## config.mk

```make
export PLATFORM = sky130hd
export DESIGN_NAME = cspf_queue
export DESIGN_NICKNAME = d
export VERILOG_FILES = /design/src/rtl/cspf_pkg.sv /design/src/rtl/cspf_queue.sv
export SDC_FILE = /design/constraint.sdc
export NUM_CORES = 1
export LEC_CHECK = 0
export BUFFER_PORTS_ARGS = -buffer_cell sky130_fd_sc_hd__buf_2
export CAP_MARGIN = 30
export CORE_ASPECT_RATIO = 0.75
export CORE_MARGIN = 2
export CORE_UTILIZATION = 30
export CTS_BUF_LIST = sky130_fd_sc_hd__clkbuf_2 sky130_fd_sc_hd__clkbuf_4 sky130_fd_sc_hd__clkbuf_8
export CTS_CLUSTER_DIAMETER = 200
export CTS_CLUSTER_SIZE = 30
export DETAILED_ROUTE_END_ITERATION = 6
export PLACE_DENSITY = 0.51
export SYNTH_ARGS = -nofsm -noshare
export SYNTH_HDL_FRONTEND = slang
export SYNTH_SLANG_ARGS = --single-unit
```

## constraint.sdc

```tcl
create_clock -name clk -period 5.55 [get_ports clk]
set_input_delay 1.11 -clock clk [delete_from_list [all_inputs] [get_ports clk]]
set_output_delay 1.11 -clock clk [all_outputs]
set_load 0.005 [all_outputs]
```

## src/rtl/cspf_pkg.sv

```systemverilog
// Shared types and constants for the call stack function profiler.
// Used by every module of the block but cspf_div; depends on nothing.
package cspf_pkg;

  localparam int TABLE_ENTRIES_DEF = 256;
  localparam int STACK_DEPTH_DEF   = 32;

  // Input action codes
  localparam logic [1:0] ACT_ENTER = 2'd0;
  localparam logic [1:0] ACT_EXIT  = 2'd1;
  localparam logic [1:0] ACT_READ  = 2'd2;

  // Result status codes
  localparam logic [2:0] ST_OK       = 3'd0;
  localparam logic [2:0] ST_NOT_REC  = 3'd1;
  localparam logic [2:0] ST_EMPTY    = 3'd2;
  localparam logic [2:0] ST_MISMATCH = 3'd3;
  localparam logic [2:0] ST_FULL     = 3'd4;
  localparam logic [2:0] ST_UPDATED  = 3'd5;

  localparam logic [5:0] DEPTH_MAX = 6'd63;

  // Event class decided by the front end
  typedef enum logic [2:0] {
    K_NOP, K_NOREC, K_READ, K_ENTER, K_EXIT
  } kind_t;

  typedef struct packed {
    kind_t       kind;
    logic [7:0]  idx;
    logic [31:0] ts;
  } item_t;

  typedef struct packed {
    logic [7:0]  idx;
    logic [31:0] start;
    logic [31:0] child;
  } frame_t;

  typedef struct packed {
    logic [31:0] count;
    logic [47:0] total;
    logic [47:0] excl;
    logic [31:0] min;
    logic [31:0] max;
    logic [5:0]  depth;
  } entry_t;

endpackage

```

## src/rtl/cspf_queue.sv

```systemverilog
// Two-entry queue between front and back end.
// Depends on cspf_pkg.
module cspf_queue (
  input  logic             clk,
  input  logic             rst,
  input  logic             wr_valid,
  output logic             wr_ready,
  input  cspf_pkg::item_t  wr_item,
  output logic             rd_valid,
  input  logic             rd_ready,
  output cspf_pkg::item_t  rd_item
);

  cspf_pkg::item_t slots [2];
  logic            wr_ptr;
  logic            rd_ptr;
  logic [1:0]      fill;
  logic            push;
  logic            pop;

  assign wr_ready = (fill != 2'd2);
  assign rd_valid = (fill != 2'd0);
  assign rd_item  = slots[rd_ptr];
  assign push     = wr_valid && wr_ready;
  assign pop      = rd_valid && rd_ready;

  always_ff @(posedge clk) begin
    if (push) begin
      slots[wr_ptr] <= wr_item;
    end
  end

  always_ff @(posedge clk) begin
    if (rst) begin
      wr_ptr <= 1'b0;
      rd_ptr <= 1'b0;
      fill   <= 2'd0;
    end else begin
      if (push) wr_ptr <= !wr_ptr;
      if (pop)  rd_ptr <= !rd_ptr;
      fill <= fill + {1'b0, push} - {1'b0, pop};
    end
  end

endmodule

```

==> flow_summary.yaml <==
synthesis:
  syn_area_per_cell_um2: 20.7
  netlist_area_um2: 3370
  synth_edf_count: 86
  synth_nets: 211
  seq_area_frac_synth: 0.796
  ys_warn_count: 0
  synth-seq-cells: 91
  ys.flop_type: "edfxtp_1"
  synthCells: 163
  synthArstFlopShare: 0
  ys_types: 24
route:
  via_per_inst: 4.35
  num_vias: 1773
  routedWlPerCell_um: 14.5
  drtPass1Iterations: 4
  drt_wl_total_um: 5930
  drc_errors: 0
  drtIter0Drc: 63
  ant_nets: 0
global_route:
  grt_overflow: 0
  antenna_found_initial: 0
  grt_max_degree: 26
  grt_pass1_wl_um: 9010
  grt_use_total: 0.103
  grt_pass1_vias: 1748
placement:
  place.gp.congestion: 0.644
  placed_cells: 392
  pre_cts_slack_ns: 2.95
  hpwl_um: 3970
  io_buffers: 91
layout:
  syn_to_final_growth_pct: 24.8
  utilization: 0.384
  fin_cells: 408
  antennaDiodeCount: 0
  num-nets-final: 311
  drive_above_1_share: 0.425
timing:
  finalSetupTns_ns: 0
  max-slew-margin-rel: 0.564
  setup_ws_ns: 2.63
  worstMarginPinSlew_ns: 0.653
  fin_skew_ns: 0.00978
  fin_crit_sh: 0.526
  slew_viol_final: 0
  period_minus_slack_ns: 2.92
  hold_viol_final: 0
  rsz0062_at_grt: "no"
  setup_viol: 0
  fmax_mhz: 343
cts:
  numCtsBuffers: 9
  insertion_delay_ns: 0.36
  clock-sinks: 91
  cts_root_buffer: "clkbuf_8"
  clockBufferDepth: 2
  clk_pin_slew_ns: 0.08
  cts_resized: 0
  htree_levels: 3
  cts_tree: "done"
  holdBufCountCts: 0
  cts_setup_buffers: 0
floorplanning:
  core_area_um2: 10900
  start_util: 0.308
  die_w_um: 126
  io_pins: 92
  rows: 33
  dieArea_um2: 12100
  die_h_um: 95.8
setup_path:
  arrival_ns: 1.81
  cpPeakStageDelay_ns: 0.66
  path_delay_family: "flip-flops"
  crit_buf_inv: 2
  startpoint_type: "register"
  cp-end-kind: "output pin"
  cp_data_required_time_ns: 4.44
  path_cells: "buf_12 -> mux2_1 -> buf_2"
  crit_slowest_cell: "dfxtp_2"
  criticalPathCategory: "register to output pin"
  crit_fanout: 25
min_path:
  hold_path.class: "register to register"
status:
  outcome: "completed"
pwr:
  power.density_nw_per_um2: 369
  p_leak_nw: 1.55
  vdd_drop_max_mv: 0.200
  power_mw: 1.55
job:
  maxCapViolCount: 0
## kinds of logic after synthesis
family / synth area share
AO/OA/AOI/OAI: 0.0130
adder cells (fa/ha/maj): 0.00371
multiplexers: 0.144
AND/OR/NAND/NOR: 0.0290
buffers and inverters: 0.0115
XOR/XNOR: 0.00260
flip-flops: 0.796
## flip-flops by register name (all words and copies together) (netlist names), named ones only
signal,cells
slots,86
fill,2
rd_ptr,1
wr_ptr,1
## layout by cell type, fill, tap and decap left out, types with 2 or more instances in the layout
cell | Yosys | layout
buf_2 | 1 | 91
edfxtp_1 | 86 | 86
nor2b_1 | 2 | 2
clkinvlp_4 | 0 | 3
dfxtp_1 | 5 | 4
clkinv_2 | 0 | 2
mux2_1 | 43 | 43
buf_12 | 0 | 2
clkbuf_8 | 0 | 9
nor2_1 | 4 | 4
## final cells by class
class,instances,area (um2)
Clock buffer,9,124
Clock inverter,7,45.0
Fill cell,1040,6740
Inverter,1,3.75
Multi-Input combinational cell,66,648
Sequential cell,91,2680
Tap cell,140,175
Timing Repair Buffer,94,523
## Yosys cell counts (2+ instances only)
cell / instances / area, um2
edfxtp_1: 86 / 2580
mux2_1: 43 / 484
and3_1: 2 / 12.5
dfxtp_1: 5 / 100
nor2b_1: 2 / 12.5
buf_4: 4 / 30.0
nor2_1: 4 / 15.0
## metal layers
layer  part of all wire  routed length (um)  global-route usage  up-vias
met2               0.43                2580               0.151       64
met1               0.48                2860               0.135      863
met5                  0                   0                   0        -
li1                   -                   -                   -      837
met4              0.017                 102              0.0467        0
met3              0.065                 386              0.0417        9
## path summary, 6_finish.rpt
| kind | slack [ns] | cells past startpoint | to | startpoint |
|---|---|---|---|---|
| setup / recovery | 2.63 | 3 | rd_item[0] | register |
| hold / removal | 0.52 | 2 | rd_ptr | rd_ptr |
| setup reg to reg | 3.73 | 3 | slots[1][31] | fill[0] |
| hold reg to reg | 0.52 | 2 | rd_ptr | rd_ptr |
## worst min-delay path, cell delays in order, from the launching register on
cell	delay, ns
dfxtp_1	0.33
xor2_1	0.08
nor2_1	0.07
## stage by stage
step,hold slack [ns],cell area [um2]
final,0.519,4200
after floorplan,0.472,3370
after CTS,0.527,4200
after detailed placement,0.502,4030
after global routing,0.572,4200
after global placement,0.489,3970
## where the power goes
part           switching [mW]  total, mW  internal (mW)
logic                   0.144      0.299          0.155
clock network           0.225      0.385          0.160
registers              0.0356      0.868          0.833
total                   0.405       1.55           1.15
Power figures use the tool's default switching activity.
