===== config.mk =====
export PLATFORM = sky130hd
export DESIGN_NAME = cspf_front
export DESIGN_NICKNAME = d
export VERILOG_FILES = /design/src/rtl/cspf_pkg.sv /design/src/rtl/cspf_front.sv
export SDC_FILE = /design/constraint.sdc
export NUM_CORES = 1
export LEC_CHECK = 0
export BUFFER_PORTS_ARGS = -buffer_cell sky130_fd_sc_hd__buf_2
export CORE_AREA = 2 2 44 46
export CTS_CLUSTER_SIZE = 24
export DETAILED_ROUTE_END_ITERATION = 8
export DIE_AREA = 0 0 46 48
export GPL_ROUTABILITY_DRIVEN = 1
export PLACE_DENSITY_LB_ADDON = 0.25
export SLEW_MARGIN = 20
export SYNTH_ARGS = -nofsm -noshare
export SYNTH_HDL_FRONTEND = slang
export SYNTH_SLANG_ARGS = --single-unit

===== constraint.sdc =====
create_clock -name clk -period 1.4 [get_ports clk]
set_clock_uncertainty 0.2 [all_clocks]
set_input_delay 0.14 -clock clk [delete_from_list [all_inputs] [get_ports clk]]
set_output_delay 0.14 -clock clk [all_outputs]
set_load 0.005 [all_outputs]

===== src/rtl/cspf_pkg.sv =====
// Shared types and constants for the call stack function profiler.
// Used by every module of the block but cspf_div; depends on nothing.
package cspf_pkg;

  localparam int TABLE_ENTRIES_DEF = 256;
  localparam int STACK_DEPTH_DEF   = 32;

  // Input action codes
  localparam logic [1:0] ACT_ENTER = 2'd0;
  localparam logic [1:0] ACT_EXIT  = 2'd1;
  localparam logic [1:0] ACT_READ  = 2'd2;

  // Result status codes
  localparam logic [2:0] ST_OK       = 3'd0;
  localparam logic [2:0] ST_NOT_REC  = 3'd1;
  localparam logic [2:0] ST_EMPTY    = 3'd2;
  localparam logic [2:0] ST_MISMATCH = 3'd3;
  localparam logic [2:0] ST_FULL     = 3'd4;
  localparam logic [2:0] ST_UPDATED  = 3'd5;

  localparam logic [5:0] DEPTH_MAX = 6'd63;

  // Event class decided by the front end
  typedef enum logic [2:0] {
    K_NOP, K_NOREC, K_READ, K_ENTER, K_EXIT
  } kind_t;

  typedef struct packed {
    kind_t       kind;
    logic [7:0]  idx;
    logic [31:0] ts;
  } item_t;

  typedef struct packed {
    logic [7:0]  idx;
    logic [31:0] start;
    logic [31:0] child;
  } frame_t;

  typedef struct packed {
    logic [31:0] count;
    logic [47:0] total;
    logic [47:0] excl;
    logic [31:0] min;
    logic [31:0] max;
    logic [5:0]  depth;
  } entry_t;

endpackage


===== src/rtl/cspf_front.sv =====
// Front end: holds the recording register and classifies incoming events.
// Depends on cspf_pkg.
module cspf_front (
  input  logic             clk,
  input  logic             rst,
  input  logic             cfg_valid,
  output logic             cfg_ready,
  input  logic             cfg_data,
  input  logic             in_valid,
  output logic             in_ready,
  input  logic [1:0]       action,
  input  logic [7:0]       idx,
  input  logic [31:0]      ts,
  input  logic             clearing,
  output logic             q_valid,
  input  logic             q_ready,
  output cspf_pkg::item_t  q_item
);

  logic recording;

  assign cfg_ready = 1'b1;

  always_ff @(posedge clk) begin
    if (rst) begin
      recording <= 1'b0;
    end else if (cfg_valid) begin
      recording <= cfg_data;
    end
  end

  // Classify: reads and unused codes bypass the recording check
  always_comb begin
    q_item.idx = idx;
    q_item.ts  = ts;
    case (action)
      cspf_pkg::ACT_READ:  q_item.kind = cspf_pkg::K_READ;
      cspf_pkg::ACT_ENTER: q_item.kind = recording ? cspf_pkg::K_ENTER : cspf_pkg::K_NOREC;
      cspf_pkg::ACT_EXIT:  q_item.kind = recording ? cspf_pkg::K_EXIT : cspf_pkg::K_NOREC;
      default:             q_item.kind = cspf_pkg::K_NOP;
    endcase
  end

  assign q_valid  = in_valid && !clearing;
  assign in_ready = q_ready && !clearing;

endmodule


==> results.yml, run 1 <==
sta:
  slew_violations: 0
  whs_ps: 80.0
  hold_viol: 0
  finalCritPeriodShare: 0.671
  fmax_mhz: 1060
  rsz0062_at_grt: "no"
  finalSetupTns_ps: 0
  finalSetupViolations: 0
  period_needed_ps: 940
cells_and_area:
  design_area_um2: 156
  reg.largest.list: "recording (1)"
  num_antenna_cells: 0
  drive_gt1_frac: 0.542
  largest_register_ffs: 1
  final_nets: 75
  top_register: "recording"
  final_util: 0.0926
  area_delta_synth_final_pct: -58.6
placed_design:
  placed_area_um2: 156
  gp_routability_congestion: 0.565
  io_buffer_count: 13
synthesis:
  syn_area_per_cell_um2: 7.27
  syn_area_um2: 378
  synth_seq_cells: 1
  synth_top_flop_cell: "dfxtp_1"
  synthArstFlopShare: 0
  yosysTopAreaCellShare: 0.815
  post-synth-top-count-cell: "buf_4"
  synth.area.top_cells: "buf_4, dfxtp_1, nor2_1"
  synth_warnings: 0
  syn_nets: 101
  seq_area_frac_synth: 0.0530
  synth_top_cell_by_area: "buf_4"
  synthTopCellsByCount: "buf_4, nor2_1, nor2b_1"
  syn_inst: 52
  synth.distinct_cells: 8
  synth_edf_count: 0
pwr:
  clock_power_share: 0
  combPwrFrac: 0.471
  switching_share: 0.215
  power_leakage_nw: 0.0877
  peakVddDrop_mv: 0.176
  power_switching_w: 0.0000132
  p_int_w: 0.0000481
  seq_power_share: 0.529
  power_density_mw_per_mm2: 392
grt:
  grt_pass1_wl_um: 469
  grt_max_degree: 5
  overflow: 0
  antenna_found_initial: 0
  grtUsageTotal: 0.0263
  grt_pass1_vias: 126
die:
  num_io_pins: 95
  initial_core_util: 0.224
  die_area_mm2: 0.00221
  core_mm2: 0.00169
  die_h_um: 48
  die-width_um: 46
  fp-row-count: 15
worst_hold_path:
  hold_path_class: "in2out"
  hold_path_depth: 0
  min_from: "ts[10]"
  whs_endpoint: "q_item[10]"
worst_setup_path:
  critPathMaxStageDelay_ps: 350
  worst-path-buf-inv: 1
  cp.required_ps: 1060
  reg2reg_to: "recording"
  worstSetupPathType: "reg2out"
  crit_slowest_cell: "dfxtp_1"
  cp.depth: 3
  cp_max_fo: 4
  rrSetupSlack_ps: 600
  reg2reg_from: "recording"
  worstPathCellList: "nand2_1 -> nor2_1 -> buf_2"
  worstSetupEndpointType: "output port"
  worst_ep_arrival_time_ps: 600
  r2r_cells: 2
  critPathLaunchType: "flop"
  cp_top_family: "flip-flops"
cts:
  post_cts_buffers: 0
  ctsHoldBuffers: 0
  cts-resized-gates: 0
  path_clk_slew_ps: 0
  clock_latency_ps: 0
routing:
  routed_via_density: 3.78
  routed_wl_um: 365
  vias: 155
  drt-initial-drc-count: 2
  drt-pass1-iter-count: 2
  wl_per_cell_um: 8.90
  ant_nets: 0
  drc: 0
job:
  maxCapViolCount: 0
status:
  status: "complete, no violations"
## worst max path at each step
stage                    from    endpoint  slack, ps
floorplan           recording  q_item[42]        570
global placement    recording  q_item[42]        470
detailed placement  recording  q_item[42]        460
CTS                 recording  q_item[42]        460
global route        recording  q_item[42]        390
finish              recording  q_item[42]        460
## stage by stage
stage          setup slack [ps]  instances  power [W]
2_1_floorplan               571         52   0.000136
3_3_place_gp                466         41  0.0000616
3_5_place_dp                462         41  0.0000615
4_1_cts                     456         41  0.0000617
5_1_grt                     395         41  0.0000650
6_report                    460         41  0.0000613
## cell families (layout without fill, tap and decap cells)
logic type             Yosys count  after routing  synth area share
buffers and inverters           41             13             0.815
AND/OR/NAND/NOR                  7              7            0.0828
other                            1              1           0.00992
AO/OA/AOI/OAI                    1              1            0.0132
multiplexers                     1              1            0.0265
flip-flops                       1              1            0.0530
## cell type report
| type | count | area, um2 |
|---|---|---|
| multi-input cells | 10 | 50.0 |
| flip-flops and latches | 1 | 20.0 |
| fillers | 203 | 1530 |
| repair buffers | 13 | 65.1 |
| well taps | 17 | 21.3 |
## per-layer routing
layer  wire (um)  share of wire  global-route usage
met5           0              0                   0
met4          27          0.074              0.0343
met3         107           0.29              0.0302
met2         130           0.36              0.0333
met1         100           0.27              0.0176
## cell usage in the layout, fill, tap and decap left out, drive strengths merged
cell type  count
a21oi          1
buf           13
conb           1
dfxtp          1
mux2i          1
nand2          1
nor2           4
nor2b          2
## power groups by stage
stage          Clock (W)  Combinational, W  Sequential (W)
3_3_place_gp           0         0.0000293       0.0000324
2_1_floorplan          0          0.000104       0.0000321
4_1_cts                0         0.0000292       0.0000325
3_5_place_dp           0         0.0000290       0.0000325
5_1_grt                0         0.0000325       0.0000326
6_report               0         0.0000289       0.0000324
Note: power is estimated with default switching activity, not from simulation.
==> inputs of run 2 (changes only) <==
Settings changed: CORE_AREA 2 2 44 46 to 2 2 48 50, DIE_AREA 0 0 46 48 to 0 0 50 52.
Clock period 1.4 ns to 0.85 ns, I/O delays scaled along.
==> run 2 against run 1 <==
Net effect:
- the flow now finishes with violations (hold timing, setup timing)
- via count rose by 5.8%
- total power up 67%
- sequential power is 67% higher
- combinational power rose by 66%
- first-iteration DRC count increased by 100%
- sequential share of layout area is 0.39 points lower
- worst setup slack worse by 460 ps
- routed wire length grew 24%
- cell area is 9.6% higher
==> results.yml, run 2 (synthesized netlist as in run 1, its figures left out) <==
status:
  failed_checks: "hold timing, setup timing"
  status: "finished, violations left"
sta:
  whs_ps: -30.0
  finalCritPeriodShare: 1.00
  finalSetupViolations: 1
  rsz0062_at_grt: "yes"
  period_needed_ps: 854
  setup_slack_ps: -3.86
  hold_viol: 40
  slew_violations: 0
  fmax_mhz: 1170
cells_and_area:
  final_nets: 75
  top_register: "recording"
  instances_no_fill: 52
  register_area_um2: 21.3
  area_delta_synth_final_pct: -54.6
  nFillCells: 250
  final_cell_mix: "buf_2, nor2_1, nor2b_1"
  multi_input_area_um2: 50.0
  num_antenna_cells: 0
  drive_gt1_frac: 0.583
  largest_register_ffs: 1
  reg.largest.list: "recording (1)"
  layout.cells.most_common: "buf_2"
grt:
  grtUsageTotal: 0.0292
  overflow: 0
  grt_max_degree: 5
  antenna_found_initial: 0
  grt_pass1_wl_um: 634
  grt_pass1_vias: 150
routing:
  vias: 164
  drt-initial-drc-count: 4
  drc: 0
  routed_via_density: 3.15
  drt-pass1-iter-count: 3
  wl_per_cell_um: 8.69
  routed_wl_um: 452
  ant_nets: 0
worst_setup_path:
  rrSetupSlack_ps: 50
  worstPathCellList: "nand2_1 -> nor2_1 -> buf_2"
  crit_start: "recording"
  reg2reg_from: "recording"
  worstSetupEndpointType: "output port"
  critPathLaunchType: "flop"
  cp.required_ps: 560
  crit_slowest_cell: "dfxtp_2"
  cp_max_fo: 4
  critPathMaxStageDelay_ps: 330
  worst_ep_arrival_time_ps: 570
  worstSetupPathType: "reg2out"
pwr:
  seq_power_share: 0.529
  p_int_w: 0.0000799
  power_density_mw_per_mm2: 596
  combPwrFrac: 0.471
  p_total_w: 0.000102
  peakVddDrop_mv: 0.276
  clock_power_share: 0
  power_leakage_nw: 0.0880
  switching_share: 0.217
  power_switching_w: 0.0000222
die:
  die_h_um: 52
  die-width_um: 50
  initial_core_util: 0.179
  die_area_mm2: 0.00260
  num_io_pins: 95
  core_mm2: 0.00211
  fp-row-count: 17
worst_hold_path:
  hold_path_class: "in2out"
  min_from: "ts[13]"
job:
  maxCapViolCount: 0
placed_design:
  dp.cells: 52
  post-place-ws_ps: -35.7
  gp_routability_congestion: 0.534
  io_buffer_count: 13
cts:
  path_clk_slew_ps: 0
  clock_latency_ps: 0
==> run 2: cell counts in the layout (fill, tap and decap cells not counted) <==
No cell type changed its count.
==> run 2: what timing repair did <==
action	in CTS	in global routing
hold endpoints to repair	40	40
pin swaps	0	0
resized for setup	1	0
buffers inserted	0	0
endpoints found under the setup margin	2	4
==> run 2: worst max-delay path: cells and delay by family, from the launching register on <==
| kind | cells | cell delay (ps) |
|---|---|---|
| buffers and inverters | 1 | 110 |
| flip-flops | 1 | 330 |
| AND/OR/NAND/NOR | 2 | 130 |
==> run 2: per-layer routing <==
metal / vias up / track usage / share of wire
met2: 35 / 0.0263 / 0.28
met4: 0 / 0.0741 / 0.19
li1: 59 / - / -
met3: 22 / 0.0374 / 0.32
met1: 48 / 0.0120 / 0.21
met5: - / 0 / 0
==> run 2: worst paths after layout <==
kind / end / depth (start not counted)
setup / recovery: q_item[42] / 3
hold / removal: q_item[13] / 0
setup reg to reg: recording / 2
hold reg to reg: recording / 2
==> run 2: cell type report <==
class / count / area share
multi-input cells: 10 / 0.292
flip-flops and latches: 1 / 0.124
well taps: 28 / 0.204
repair buffers: 13 / 0.380
==> run 2: power by group through the flow <==
| stage | clock network, W | logic, W | registers [W] |
|---|---|---|---|
| 6_report | 0 | 0.0000480 | 0.0000540 |
| 5_1_grt | 0 | 0.0000541 | 0.0000546 |
| 4_1_cts | 0 | 0.0000487 | 0.0000541 |
| 3_5_place_dp | 0 | 0.0000482 | 0.0000535 |
| 3_3_place_gp | 0 | 0.0000484 | 0.0000534 |
| 2_1_floorplan | 0 | 0.000172 | 0.0000528 |
==> run 2: per-stage QoR <==
step           setup TNS, ps    util  area, um2
6_report               -3.86  0.0814        171
5_1_grt                 -129  0.0814        171
4_1_cts                -1.92  0.0814        171
3_5_place_dp           -61.6  0.0808        170
3_3_place_gp           -60.1  0.0808        170
2_1_floorplan              0       -        378
